## src/rtl/multilevel_feedback_scheduler_assert.svh

```systemverilog
// ----------------------------------------------------------------------------
// Multilevel feedback scheduler assertion macros
// Concurrent assertion wrappers, removed when NO_ASSERTIONS is defined.
// ----------------------------------------------------------------------------
`ifndef MULTILEVEL_FEEDBACK_SCHEDULER_ASSERT_SVH
`define MULTILEVEL_FEEDBACK_SCHEDULER_ASSERT_SVH

`ifndef NO_ASSERTIONS

// Checked at every rising edge outside reset.
`define MFS_ASSERT(label, clk, rst, prop, msg) \
  label: assert property (@(posedge clk) disable iff (rst) (prop)) else $error(msg);

// Checked at every rising edge, reset included.
`define MFS_ASSERT_ALWAYS(label, clk, prop, msg) \
  label: assert property (@(posedge clk) (prop)) else $error(msg);

`else

`define MFS_ASSERT(label, clk, rst, prop, msg)

`define MFS_ASSERT_ALWAYS(label, clk, prop, msg)

`endif

`endif

```

## src/rtl/mfs_pkg.sv

```systemverilog
// ----------------------------------------------------------------------------
// mfs_pkg
// Types and constants shared by the multilevel feedback scheduler modules.
// ----------------------------------------------------------------------------
`default_nettype none

package mfs_pkg;

  localparam int DEF_MAX_THREADS = 16;
  localparam int DEF_NUM_LEVELS  = 5;

  localparam int REQ_TYPE_W = 3;
  localparam int TID_W      = 4;

  // Depth of the command queue between the front and back parts.
  localparam int CMDQ_DEPTH = 2;

  // Event codes carried in req_type.
  localparam logic [REQ_TYPE_W-1:0] EV_NEW     = 3'd0;
  localparam logic [REQ_TYPE_W-1:0] EV_BLOCK   = 3'd1;
  localparam logic [REQ_TYPE_W-1:0] EV_END     = 3'd2;
  localparam logic [REQ_TYPE_W-1:0] EV_UNBLOCK = 3'd3;
  localparam logic [REQ_TYPE_W-1:0] EV_TIMER   = 3'd4;

  typedef struct packed {
    logic [REQ_TYPE_W-1:0] req_type;
    logic [TID_W-1:0]      thread_id;
  } req_t;

  typedef struct packed {
    logic             switched;
    logic [TID_W-1:0] old_thread;
    logic [TID_W-1:0] next_thread;
    logic             idle;
  } rsp_t;

  // Classified operation handed from the front part to the back part.
  typedef enum logic [2:0] {
    OP_NOP,
    OP_NEW,
    OP_UNBLOCK,
    OP_TIMER,
    OP_DISPATCH
  } cmd_op_t;

  typedef struct packed {
    cmd_op_t          op;
    logic [TID_W-1:0] tid;
  } cmd_t;

  typedef enum logic [1:0] {
    ST_IDLE,
    ST_PUSH,
    ST_POP_RD,
    ST_POP
  } back_state_t;

endpackage

`default_nettype wire

```

## src/rtl/mfs_front.sv

```systemverilog
// ----------------------------------------------------------------------------
// mfs_front
// Accepts scheduler events and classifies them into back-end operations.
// ----------------------------------------------------------------------------
`default_nettype none

module mfs_front
  import mfs_pkg::*;
#(
  parameter int MAX_THREADS = DEF_MAX_THREADS
) (
  input  wire logic req_valid,
  output logic      req_ready,
  input  wire req_t req,
  output logic      cmd_valid,
  input  wire logic cmd_ready,
  output cmd_t      cmd
);

  logic in_range;

  assign in_range  = 32'(req.thread_id) < MAX_THREADS;
  assign cmd_valid = req_valid;
  assign req_ready = cmd_ready;

  // Unknown events and threads beyond the table become no-operations that
  // still produce an all-zero result.
  always_comb begin
    cmd.tid = req.thread_id;
    cmd.op  = OP_NOP;
    if (in_range) begin
      unique case (req.req_type)
        EV_NEW:            cmd.op = OP_NEW;
        EV_BLOCK, EV_END:  cmd.op = OP_DISPATCH;
        EV_UNBLOCK:        cmd.op = OP_UNBLOCK;
        EV_TIMER:          cmd.op = OP_TIMER;
        default:           cmd.op = OP_NOP;
      endcase
    end
  end

endmodule

`default_nettype wire

```

## src/rtl/mfs_cmd_queue.sv

```systemverilog
// ----------------------------------------------------------------------------
// mfs_cmd_queue
// Short FIFO of classified operations between the front and back parts.
// ----------------------------------------------------------------------------
`default_nettype none

module mfs_cmd_queue
  import mfs_pkg::*;
(
  input  wire logic clk,
  input  wire logic rst,
  input  wire logic push_valid,
  output logic      push_ready,
  input  wire cmd_t push_cmd,
  output logic      pop_valid,
  input  wire logic pop_ready,
  output cmd_t      pop_cmd
);

  localparam int PTR_W = $clog2(CMDQ_DEPTH);
  localparam int CNT_W = PTR_W + 1;

  cmd_t             slots [CMDQ_DEPTH];
  logic [PTR_W-1:0] wr_ptr;
  logic [PTR_W-1:0] rd_ptr;
  logic [CNT_W-1:0] count;
  logic             do_push;
  logic             do_pop;

  assign push_ready = count != CNT_W'(CMDQ_DEPTH);
  assign pop_valid  = count != '0;
  assign pop_cmd    = slots[rd_ptr];
  assign do_push    = push_valid && push_ready;
  assign do_pop     = pop_valid && pop_ready;

  always_ff @(posedge clk) begin
    if (do_push) begin
      slots[wr_ptr] <= push_cmd;
    end
  end

  always_ff @(posedge clk) begin
    if (rst) begin
      wr_ptr <= '0;
      rd_ptr <= '0;
      count  <= '0;
    end else begin
      if (do_push) begin
        wr_ptr <= wr_ptr + PTR_W'(1);
      end
      if (do_pop) begin
        rd_ptr <= rd_ptr + PTR_W'(1);
      end
      if (do_push && !do_pop) begin
        count <= count + CNT_W'(1);
      end else if (do_pop && !do_push) begin
        count <= count - CNT_W'(1);
      end
    end
  end

endmodule

`default_nettype wire

```

## src/rtl/mfs_back.sv

```systemverilog
// ----------------------------------------------------------------------------
// mfs_back
// Executes queued operations on the ready queues and registers the result.
// ----------------------------------------------------------------------------
`default_nettype none

`include "multilevel_feedback_scheduler_assert.svh"

module mfs_back
  import mfs_pkg::*;
#(
  parameter int MAX_THREADS = DEF_MAX_THREADS,
  parameter int NUM_LEVELS  = DEF_NUM_LEVELS
) (
  input  wire logic clk,
  input  wire logic rst,
  input  wire logic cmd_valid,
  output logic      cmd_ready,
  input  wire cmd_t cmd_in,
  output logic      rsp_valid,
  input  wire logic rsp_ready,
  output rsp_t      rsp
);

  localparam int TIDX_W = $clog2(MAX_THREADS);
  localparam int LVL_W  = $clog2(NUM_LEVELS);
  localparam logic [LVL_W-1:0] LVL_LAST = LVL_W'(NUM_LEVELS - 1);

  back_state_t state;
  back_state_t state_next;

  cmd_t cmd_q;

  // Per-thread tables, undefined until written.
  logic [LVL_W-1:0] lvl_mem  [MAX_THREADS];
  logic [TID_W-1:0] link_mem [MAX_THREADS];
  logic [LVL_W-1:0] lvl_rd;
  logic [TID_W-1:0] link_rd;

  logic [TID_W-1:0]      head [NUM_LEVELS];
  logic [TID_W-1:0]      tail [NUM_LEVELS];
  logic [NUM_LEVELS-1:0] nonempty;
  logic [TID_W-1:0]      running;
  logic [LVL_W-1:0]      pop_lvl;

  logic             slot_free;
  logic             cmd_pop;
  logic [LVL_W-1:0] lvl_demoted;
  logic [LVL_W-1:0] lvl_clamped;
  logic [LVL_W-1:0] push_lvl;
  logic [LVL_W-1:0] lvl_sel;
  logic [TID_W-1:0] head_sel;
  logic [TID_W-1:0] tail_sel;
  logic             any_ready;
  logic [LVL_W-1:0] first_lvl;
  logic             lvl_we;
  logic             link_we;
  logic             rsp_load;
  rsp_t             rsp_next;

  assign slot_free = !rsp_valid || rsp_ready;
  assign cmd_pop   = cmd_valid && cmd_ready;
  assign head_sel  = head[lvl_sel];
  assign tail_sel  = tail[lvl_sel];

  // Level arithmetic on the remembered level read for the current thread.
  always_comb begin
    if (32'(lvl_rd) + 1 < NUM_LEVELS) begin
      lvl_demoted = lvl_rd + LVL_W'(1);
    end else begin
      lvl_demoted = LVL_LAST;
    end
    if (32'(lvl_rd) >= NUM_LEVELS) begin
      lvl_clamped = LVL_LAST;
    end else begin
      lvl_clamped = lvl_rd;
    end
    unique case (cmd_q.op)
      OP_NEW:   push_lvl = '0;
      OP_TIMER: push_lvl = lvl_demoted;
      default:  push_lvl = lvl_clamped;
    endcase
  end

  // Highest-priority non-empty level.
  always_comb begin
    any_ready = 1'b0;
    first_lvl = '0;
    for (int i = NUM_LEVELS - 1; i >= 0; i--) begin
      if (nonempty[i]) begin
        any_ready = 1'b1;
        first_lvl = LVL_W'(i);
      end
    end
  end

  always_comb begin
    state_next = state;
    unique case (state)
      ST_IDLE: begin
        if (cmd_pop) begin
          unique case (cmd_in.op)
            OP_NOP:      state_next = ST_IDLE;
            OP_DISPATCH: state_next = ST_POP_RD;
            default:     state_next = ST_PUSH;
          endcase
        end
      end
      ST_PUSH:   state_next = (cmd_q.op == OP_TIMER) ? ST_POP_RD : ST_IDLE;
      ST_POP_RD: state_next = any_ready ? ST_POP : ST_IDLE;
      ST_POP:    state_next = ST_IDLE;
      default:   state_next = ST_IDLE;
    endcase
  end

  always_comb begin
    cmd_ready = 1'b0;
    rsp_load  = 1'b0;
    rsp_next  = '0;
    lvl_we    = 1'b0;
    link_we   = 1'b0;
    lvl_sel   = push_lvl;
    unique case (state)
      ST_IDLE: begin
        cmd_ready = slot_free;
        rsp_load  = cmd_valid && slot_free && (cmd_in.op == OP_NOP);
      end
      ST_PUSH: begin
        lvl_sel  = push_lvl;
        lvl_we   = (cmd_q.op == OP_NEW) || (cmd_q.op == OP_TIMER);
        link_we  = nonempty[push_lvl];
        rsp_load = cmd_q.op != OP_TIMER;
      end
      ST_POP_RD: begin
        lvl_sel = first_lvl;
        if (!any_ready) begin
          rsp_load            = 1'b1;
          rsp_next.switched   = 1'b1;
          rsp_next.old_thread = running;
          rsp_next.idle       = 1'b1;
        end
      end
      ST_POP: begin
        lvl_sel              = pop_lvl;
        rsp_load             = 1'b1;
        rsp_next.switched    = 1'b1;
        rsp_next.old_thread  = running;
        rsp_next.next_thread = head_sel;
      end
      default: begin
        lvl_sel = push_lvl;
      end
    endcase
  end

  always_ff @(posedge clk) begin
    if (rst) begin
      state <= ST_IDLE;
    end else begin
      state <= state_next;
    end
  end

  always_ff @(posedge clk) begin
    if (cmd_pop) begin
      cmd_q <= cmd_in;
    end
    if (state == ST_POP_RD) begin
      pop_lvl <= first_lvl;
    end
  end

  always_ff @(posedge clk) begin
    if (lvl_we) begin
      lvl_mem[TIDX_W'(cmd_q.tid)] <= push_lvl;
    end
    lvl_rd <= lvl_mem[TIDX_W'(cmd_in.tid)];
  end

  always_ff @(posedge clk) begin
    if (link_we) begin
      link_mem[TIDX_W'(tail_sel)] <= cmd_q.tid;
    end
    link_rd <= link_mem[TIDX_W'(head_sel)];
  end

  always_ff @(posedge clk) begin
    if (rst) begin
      for (int i = 0; i < NUM_LEVELS; i++) begin
        head[i] <= '0;
        tail[i] <= '0;
      end
      nonempty <= '0;
      running  <= '0;
    end else if (state == ST_PUSH) begin
      tail[push_lvl] <= cmd_q.tid;
      if (!nonempty[push_lvl]) begin
        head[push_lvl]     <= cmd_q.tid;
        nonempty[push_lvl] <= 1'b1;
      end
    end else if (state == ST_POP) begin
      running <= head_sel;
      if (head_sel == tail_sel) begin
        nonempty[pop_lvl] <= 1'b0;
      end else begin
        head[pop_lvl] <= link_rd;
      end
    end
  end

  always_ff @(posedge clk) begin
    if (rsp_load) begin
      rsp <= rsp_next;
    end
  end

  always_ff @(posedge clk) begin
    if (rst) begin
      rsp_valid <= 1'b0;
    end else if (rsp_load) begin
      rsp_valid <= 1'b1;
    end else if (rsp_ready) begin
      rsp_valid <= 1'b0;
    end
  end

  `MFS_ASSERT(a_rsp_no_overwrite, clk, rst, rsp_load |-> slot_free, "result overwritten")
  `MFS_ASSERT(a_pop_level_ready, clk, rst, (state == ST_POP) |-> nonempty[pop_lvl], "pop from empty level")
  `MFS_ASSERT(a_idle_all_empty, clk, rst, (rsp_load && rsp_next.idle) |-> (nonempty == '0), "idle with ready thread")
  `MFS_ASSERT(a_timer_dispatches, clk, rst, (state == ST_PUSH && cmd_q.op == OP_TIMER) |=> (state == ST_POP_RD), "timer without dispatch")
  `MFS_ASSERT_ALWAYS(a_reset_idle, clk, rst |=> (state == ST_IDLE && !rsp_valid), "not idle after reset")

endmodule

`default_nettype wire

```

## src/rtl/multilevel_feedback_scheduler.sv

```systemverilog
// An event (new, block, end, unblock, timer expiry) names a thread; every accepted event
// yields exactly one result transaction. The back end enqueues for new, unblock and timer,
// and dequeues for block, end and timer (after the enqueue), reading the queue head first;
// its steps follow from the registered read ports of the per-thread level and link tables,
// which the enqueue and dequeue read-modify-writes pass through. The result becomes
// visible the cycle after the back end finishes, and a two-entry command queue lets the
// front keep taking events while the back end works or a result waits to be taken.
// ----------------------------------------------------------------------------
// multilevel_feedback_scheduler
// Multilevel feedback queue thread scheduler with a decoupled front and back.
// ----------------------------------------------------------------------------
`default_nettype none

module multilevel_feedback_scheduler
  import mfs_pkg::*;
#(
  parameter int MAX_THREADS = DEF_MAX_THREADS,
  parameter int NUM_LEVELS  = DEF_NUM_LEVELS
) (
  input  wire logic clk,
  input  wire logic rst,
  input  wire logic req_valid,
  output logic      req_ready,
  input  wire req_t req,
  output logic      rsp_valid,
  input  wire logic rsp_ready,
  output rsp_t      rsp
);

  // Ready threads wait in NUM_LEVELS FIFO queues kept as linked lists, level 0
  // having the highest priority. A new thread enters level 0, an unblock
  // re-queues the thread at its remembered level and a timer expiry demotes it
  // one level, saturating at the lowest. Block, end and timer transactions
  // dispatch the oldest thread of the highest non-empty level, or report idle
  // when every queue is empty. Out-of-range threads and unknown event codes
  // leave the state untouched and return an all-zero result.

  logic fe_valid;
  logic fe_ready;
  cmd_t fe_cmd;
  logic be_valid;
  logic be_ready;
  cmd_t be_cmd;

  // Front: accepts events and classifies them.
  mfs_front #(
    .MAX_THREADS(MAX_THREADS)
  ) u_front (
    .req_valid(req_valid),
    .req_ready(req_ready),
    .req      (req),
    .cmd_valid(fe_valid),
    .cmd_ready(fe_ready),
    .cmd      (fe_cmd)
  );

  // Decouples the two halves so that each may stall on its own.
  mfs_cmd_queue u_cmd_queue (
    .clk       (clk),
    .rst       (rst),
    .push_valid(fe_valid),
    .push_ready(fe_ready),
    .push_cmd  (fe_cmd),
    .pop_valid (be_valid),
    .pop_ready (be_ready),
    .pop_cmd   (be_cmd)
  );

  // Back: walks the queue tables and holds the result until it is taken.
  mfs_back #(
    .MAX_THREADS(MAX_THREADS),
    .NUM_LEVELS (NUM_LEVELS)
  ) u_back (
    .clk      (clk),
    .rst      (rst),
    .cmd_valid(be_valid),
    .cmd_ready(be_ready),
    .cmd_in   (be_cmd),
    .rsp_valid(rsp_valid),
    .rsp_ready(rsp_ready),
    .rsp      (rsp)
  );

endmodule

`default_nettype wire

```

## config.mk

```make
export PLATFORM = sky130hd
export DESIGN_NAME = multilevel_feedback_scheduler
export DESIGN_NICKNAME = d
export VERILOG_FILES = /design/src/rtl/mfs_pkg.sv /design/src/rtl/mfs_front.sv /design/src/rtl/mfs_cmd_queue.sv /design/src/rtl/mfs_back.sv /design/src/rtl/multilevel_feedback_scheduler.sv
export VERILOG_INCLUDE_DIRS = /design/src /design/src/rtl
export SDC_FILE = /design/constraint.sdc
export NUM_CORES = 1
export LEC_CHECK = 0
export BUFFER_PORTS_ARGS = -buffer_cell sky130_fd_sc_hd__buf_2
export CORE_MARGIN = 4
export CORE_UTILIZATION = 37
export CTS_BUF_LIST = sky130_fd_sc_hd__clkbuf_8
export DETAILED_ROUTE_END_ITERATION = 10
export PLACE_DENSITY = 0.54
export SYNTH_ARGS = -nofsm -noshare
export SYNTH_HDL_FRONTEND = slang
export SYNTH_SLANG_ARGS = --single-unit
```

## constraint.sdc

```tcl
create_clock -name clk -period 4.06 [get_ports clk]
set_input_delay 0.609 -clock clk [delete_from_list [all_inputs] [get_ports clk]]
set_output_delay 0.609 -clock clk [all_outputs]
set_load 0.03 [all_outputs]
```

==> impl_metrics.prom <==
# TYPE chip_impl_metric gauge
chip_impl_metric{name="worst_slew_pin_slew",unit="ns"} 1.25
chip_impl_metric{name="reg2reg_setup_slack",unit="ns"} 0.25
chip_impl_metric{name="final_estimated_routing_congestion_in_global_placement",unit=""} 0.869
chip_impl_metric{name="power_switching_share",unit="%"} 39.5
chip_impl_metric{name="cap_viol_max_count",unit=""} 0
chip_impl_metric{name="lkg_pwr",unit="nW"} 4.12
chip_impl_info{name="worstHoldEndpoint",value="u_cmd_queue.slots[0][1]"} 1
chip_impl_metric{name="cellPowerDensity",unit="nW/um2"} 799
chip_impl_metric{name="clkTransAtPathRegs",unit="ns"} 0.06
chip_impl_metric{name="rows",unit=""} 60
chip_impl_metric{name="power.internal",unit="mW"} 5.60
chip_impl_metric{name="period_share",unit="%"} 93.9
chip_impl_metric{name="reg2regPathDepth",unit=""} 11
chip_impl_metric{name="port-buffer-count",unit=""} 22
chip_impl_metric{name="netlist_area",unit="um2"} 10200
chip_impl_metric{name="post_route_antenna_net_violation_count",unit=""} 0
chip_impl_info{name="grt_setup_unrepaired",value="false"} 1
chip_impl_metric{name="worstSkewPairLatency",unit="ns"} 0.53
chip_impl_metric{name="yosys_warnings",unit=""} 0
chip_impl_metric{name="setup-violations-final",unit=""} 0
chip_impl_info{name="crit_type",value="flop to flop"} 1
chip_impl_metric{name="synth-seq-area-share",unit="%"} 66.4
chip_impl_info{name="worstSetupStartpointType",value="flop"} 1
chip_impl_info{name="clock_tree.root_cell",value="sky130_fd_sc_hd__clkbuf_8"} 1
chip_impl_metric{name="routed_wire_length_per_instance",unit="um"} 20.2
chip_impl_metric{name="hold_viol",unit=""} 0
chip_impl_info{name="busiest_layer_in_global_routing",value="met2"} 1
chip_impl_metric{name="synth_instances",unit=""} 765
chip_impl_metric{name="postCtsHoldBufs",unit=""} 0
chip_impl_metric{name="floorplan.die_area",unit="um2"} 30300
chip_impl_metric{name="layout_cell_share_with_drive_strength_beyond_1",unit="%"} 16.4
chip_impl_metric{name="combPwrFrac",unit="%"} 43.0
chip_impl_metric{name="p_switching",unit="mW"} 3.65
chip_impl_metric{name="final_max_slew_viol_count",unit=""} 0
chip_impl_metric{name="syn2layout_area_growth",unit="%"} 13.4
chip_impl_metric{name="synth-edff-count",unit=""} 210
chip_impl_metric{name="num_antenna_cells",unit=""} 0
chip_impl_metric{name="synth_fp_nets",unit=""} 779
chip_impl_metric{name="ctsLongestPathBuffers",unit=""} 3
chip_impl_info{name="layout_common_cells",value="210 x sky130_fd_sc_hd__edfxtp_1, 100 x sky130_fd_sc_hd__nand2_1, 80 x sky130_fd_sc_hd__mux2i_1, 70 x sky130_fd_sc_hd__nor2_1, 41 x sky130_fd_sc_hd__clkbuf_8"} 1
chip_impl_metric{name="grt_antenna_before_repair",unit=""} 0
chip_impl_info{name="status",value="finished, final reports clean"} 1
chip_impl_metric{name="design.portCount",unit=""} 23
chip_impl_metric{name="synth_seq_cells",unit=""} 234
chip_impl_metric{name="fin_util",unit="%"} 42.9
chip_impl_metric{name="max_clock_freq",unit="GHz"} 0.262
chip_impl_metric{name="clock_tree.htree_level_count",unit=""} 2
chip_impl_metric{name="timing.hold.worst_path_depth",unit=""} 1
chip_impl_info{name="tritoncts_clock_tree",value="yes"} 1
chip_impl_info{name="hold_path.startpoint",value="req[1]"} 1
chip_impl_metric{name="fp.dieH",unit="um"} 174
chip_impl_metric{name="gr-usage-met1",unit="%"} 19.7
chip_impl_metric{name="first_pass_grt_wire_length",unit="um"} 37300
chip_impl_metric{name="required_time_reported_for_the_critical_path_endpoint",unit="ns"} 4.22
chip_impl_metric{name="ir_drop",unit="mV"} 0.439
chip_impl_info{name="synth_ff_type",value="sky130_fd_sc_hd__edfxtp_1"} 1
chip_impl_metric{name="vias_per_cell",unit=""} 5.38
chip_impl_metric{name="ys_types",unit=""} 63
chip_impl_metric{name="die_width",unit="um"} 174
chip_impl_metric{name="final_critical_path_time_including_i_o_delays_and_setup",unit="ns"} 3.81
chip_impl_metric{name="grt.overflow.total",unit=""} 0
chip_impl_metric{name="cts_buffers",unit=""} 39
chip_impl_metric{name="post-route-drc-count",unit=""} 0
chip_impl_metric{name="p_clk_share",unit="%"} 20.8
chip_impl_metric{name="max_slew_margin",unit="%"} 16.4
chip_impl_metric{name="met2_usage",unit="%"} 27.4
chip_impl_metric{name="grt_use_total",unit="%"} 15.8
chip_impl_metric{name="detailedRoute.firstPassIterationCount",unit=""} 5
chip_impl_metric{name="core_area",unit="um2"} 27000
chip_impl_info{name="end_kind",value="flop"} 1
chip_impl_metric{name="floorplan.initialDensity",unit="%"} 37.8
chip_impl_metric{name="cts-resized-gates",unit=""} 0
chip_impl_metric{name="worstPathMaxFanout",unit=""} 24
chip_impl_info{name="layout.cells.most_common",value="sky130_fd_sc_hd__edfxtp_1"} 1
chip_impl_metric{name="drt-initial-drc-count",unit=""} 493
chip_impl_metric{name="synthArstFlopShare",unit="%"} 0
chip_impl_metric{name="met3_usage",unit="%"} 3.04
chip_impl_metric{name="vias",unit=""} 6428
chip_impl_info{name="r2r-start",value="u_back.lvl_rd[0]"} 1
chip_impl_info{name="worst_hold_path_type",value="input pin to flop"} 1
chip_impl_metric{name="synth_area_per_cell",unit="um2"} 13.4
chip_impl_metric{name="worstPathArrival",unit="ns"} 3.97
chip_impl_metric{name="timing.setup.tns",unit="ns"} 0
chip_impl_metric{name="post_cts_buffers",unit=""} 0
chip_impl_metric{name="clock_skew",unit="ns"} 0.0283
chip_impl_metric{name="finalNetCount",unit=""} 838
chip_impl_info{name="timing.rr.end",value="u_back.head[3][2]"} 1
chip_impl_metric{name="grt_max_degree",unit=""} 34
chip_impl_metric{name="grt_pass1_vias",unit=""} 6718
chip_impl_metric{name="seq_power_share",unit="%"} 36.2
chip_impl_metric{name="cts_sinks",unit=""} 234
chip_impl_metric{name="hpwl",unit="um"} 16700
chip_impl_metric{name="wl",unit="um"} 24100
-- state kept, by name, summed over array words and instances (netlist names), 4 cells and up, named ones only --
register	flops
u_cmd_queue.slots	14
u_back.running	4
u_back.nonempty	5
u_back.tail	32
u_back.cmd_q	7
u_back.link_rd	4
u_back.rsp	10
u_back.link_mem	64
u_back.head	32
u_back.lvl_mem	48
-- worst max path at each step --
stage                        from           endpoint  slack (ns)  cells past startpoint
6_report         u_back.lvl_rd[0]  u_back.head[3][2]        0.25                     11
4_1_cts        u_back.nonempty[0]  u_back.head[6][3]        0.09                      9
3_5_place_dp     u_back.lvl_rd[0]  u_back.head[6][3]        0.13                     10
5_1_grt          u_back.lvl_rd[0]  u_back.head[6][3]        0.05                     10
2_1_floorplan    u_back.lvl_rd[0]  u_back.head[6][0]        0.60                     11
3_3_place_gp     u_back.lvl_rd[0]  u_back.head[6][3]        0.27                     10
-- layer usage --
metal / routed length, um / vias to the layer above / part of all wire (%)
met2: 12100 / 205 / 50
met5: 0 / - / 0
met4: 664 / 0 / 2.8
met1: 10100 / 3157 / 42
met3: 1210 / 53 / 5.0
li1: - / 3013 / -
-- kinds of logic after synthesis --
logic type                 share of synthesized area (%)
and+or+nand+nor                                     12.0
DFF                                                 66.4
muxes                                               11.3
AOI/OAI and AO/OA                                   6.82
buffers and inverters                               2.28
xor gates and xnor gates                           0.845
adders and majority gates                          0.367
-- metrics by stage --
step           instances  worst slack (ns)  power, mW  hold slack [ns]  area, um2
3_3_place_gp        1124             0.268       7.30            0.458      10800
3_5_place_dp        1124             0.131       7.39            0.471      10800
6_report            1194             0.250       9.26            0.269      11600
5_1_grt             1194            0.0482       9.79            0.242      11600
4_1_cts             1194            0.0911       9.33            0.229      11600
2_1_floorplan        765             0.601       6.16            0.448      10200
-- power groups by stage --
stage                     Combinational, mW  Sequential [mW]  Clock, mW
after global placement                 3.92             3.39          0
after floorplan                        2.79             3.37          0
final                                  3.98             3.35       1.92
after global routing                   4.32             3.38       2.09
after detailed placement               3.99             3.40          0
after CTS                              4.01             3.35       1.97
-- area by class of cell --
class | instances | area [um2]
multi-input cells | 475 | 3230
fillers | 2498 | 15400
flip-flops and latches | 234 | 6790
well taps | 341 | 427
repair buffers | 50 | 333
inverters | 24 | 90.1
clock buffers | 41 | 564
clock inverters | 29 | 159
-- worst max-delay path, cell delays in order (launching register included) --
cell                       delay (ns)
sky130_fd_sc_hd__dfxtp_1         0.36
sky130_fd_sc_hd__ha_1            0.24
sky130_fd_sc_hd__nand2b_1        0.16
sky130_fd_sc_hd__a32oi_2         0.39
sky130_fd_sc_hd__a22oi_2         0.17
sky130_fd_sc_hd__buf_12          0.22
sky130_fd_sc_hd__mux2_2          0.30
sky130_fd_sc_hd__mux4_2          0.53
sky130_fd_sc_hd__xnor2_2         0.19
sky130_fd_sc_hd__nand4_2         0.11
sky130_fd_sc_hd__nand3_1         0.20
sky130_fd_sc_hd__o21ai_0         0.58
-- synth_stat cells, types with 3 or more instances --
library cell	n	area share, %
sky130_fd_sc_hd__buf_1	3	0.11
sky130_fd_sc_hd__buf_2	6	0.29
sky130_fd_sc_hd__or2_2	5	0.31
sky130_fd_sc_hd__a31oi_1	4	0.24
sky130_fd_sc_hd__a221oi_1	5	0.43
sky130_fd_sc_hd__nor2_1	70	2.6
sky130_fd_sc_hd__nand2_1	100	3.7
sky130_fd_sc_hd__a32oi_1	9	0.77
sky130_fd_sc_hd__dfxtp_1	24	4.7
sky130_fd_sc_hd__o21ai_1	5	0.24
sky130_fd_sc_hd__clkbuf_1	20	0.73
sky130_fd_sc_hd__a2111oi_0	4	0.34
sky130_fd_sc_hd__o311ai_1	5	0.43
sky130_fd_sc_hd__mux4_2	11	2.4
sky130_fd_sc_hd__xor2_1	3	0.26
sky130_fd_sc_hd__o21ai_0	30	1.5
sky130_fd_sc_hd__xnor2_1	5	0.43
sky130_fd_sc_hd__edfxtp_1	210	62
sky130_fd_sc_hd__and2_1	7	0.43
sky130_fd_sc_hd__nor3_1	23	1.1
sky130_fd_sc_hd__nand3_1	8	0.39
sky130_fd_sc_hd__a21oi_1	12	0.59
sky130_fd_sc_hd__nor4_1	13	0.80
sky130_fd_sc_hd__mux2i_1	80	7.8
sky130_fd_sc_hd__o22ai_1	4	0.24
sky130_fd_sc_hd__nand2b_1	11	0.67
sky130_fd_sc_hd__ha_1	3	0.37
sky130_fd_sc_hd__a311oi_1	3	0.26
sky130_fd_sc_hd__nor2b_1	6	0.37
sky130_fd_sc_hd__and3_1	8	0.49
sky130_fd_sc_hd__inv_1	23	0.84
sky130_fd_sc_hd__mux2_2	8	0.88
Note: power is estimated with default switching activity, not from simulation.
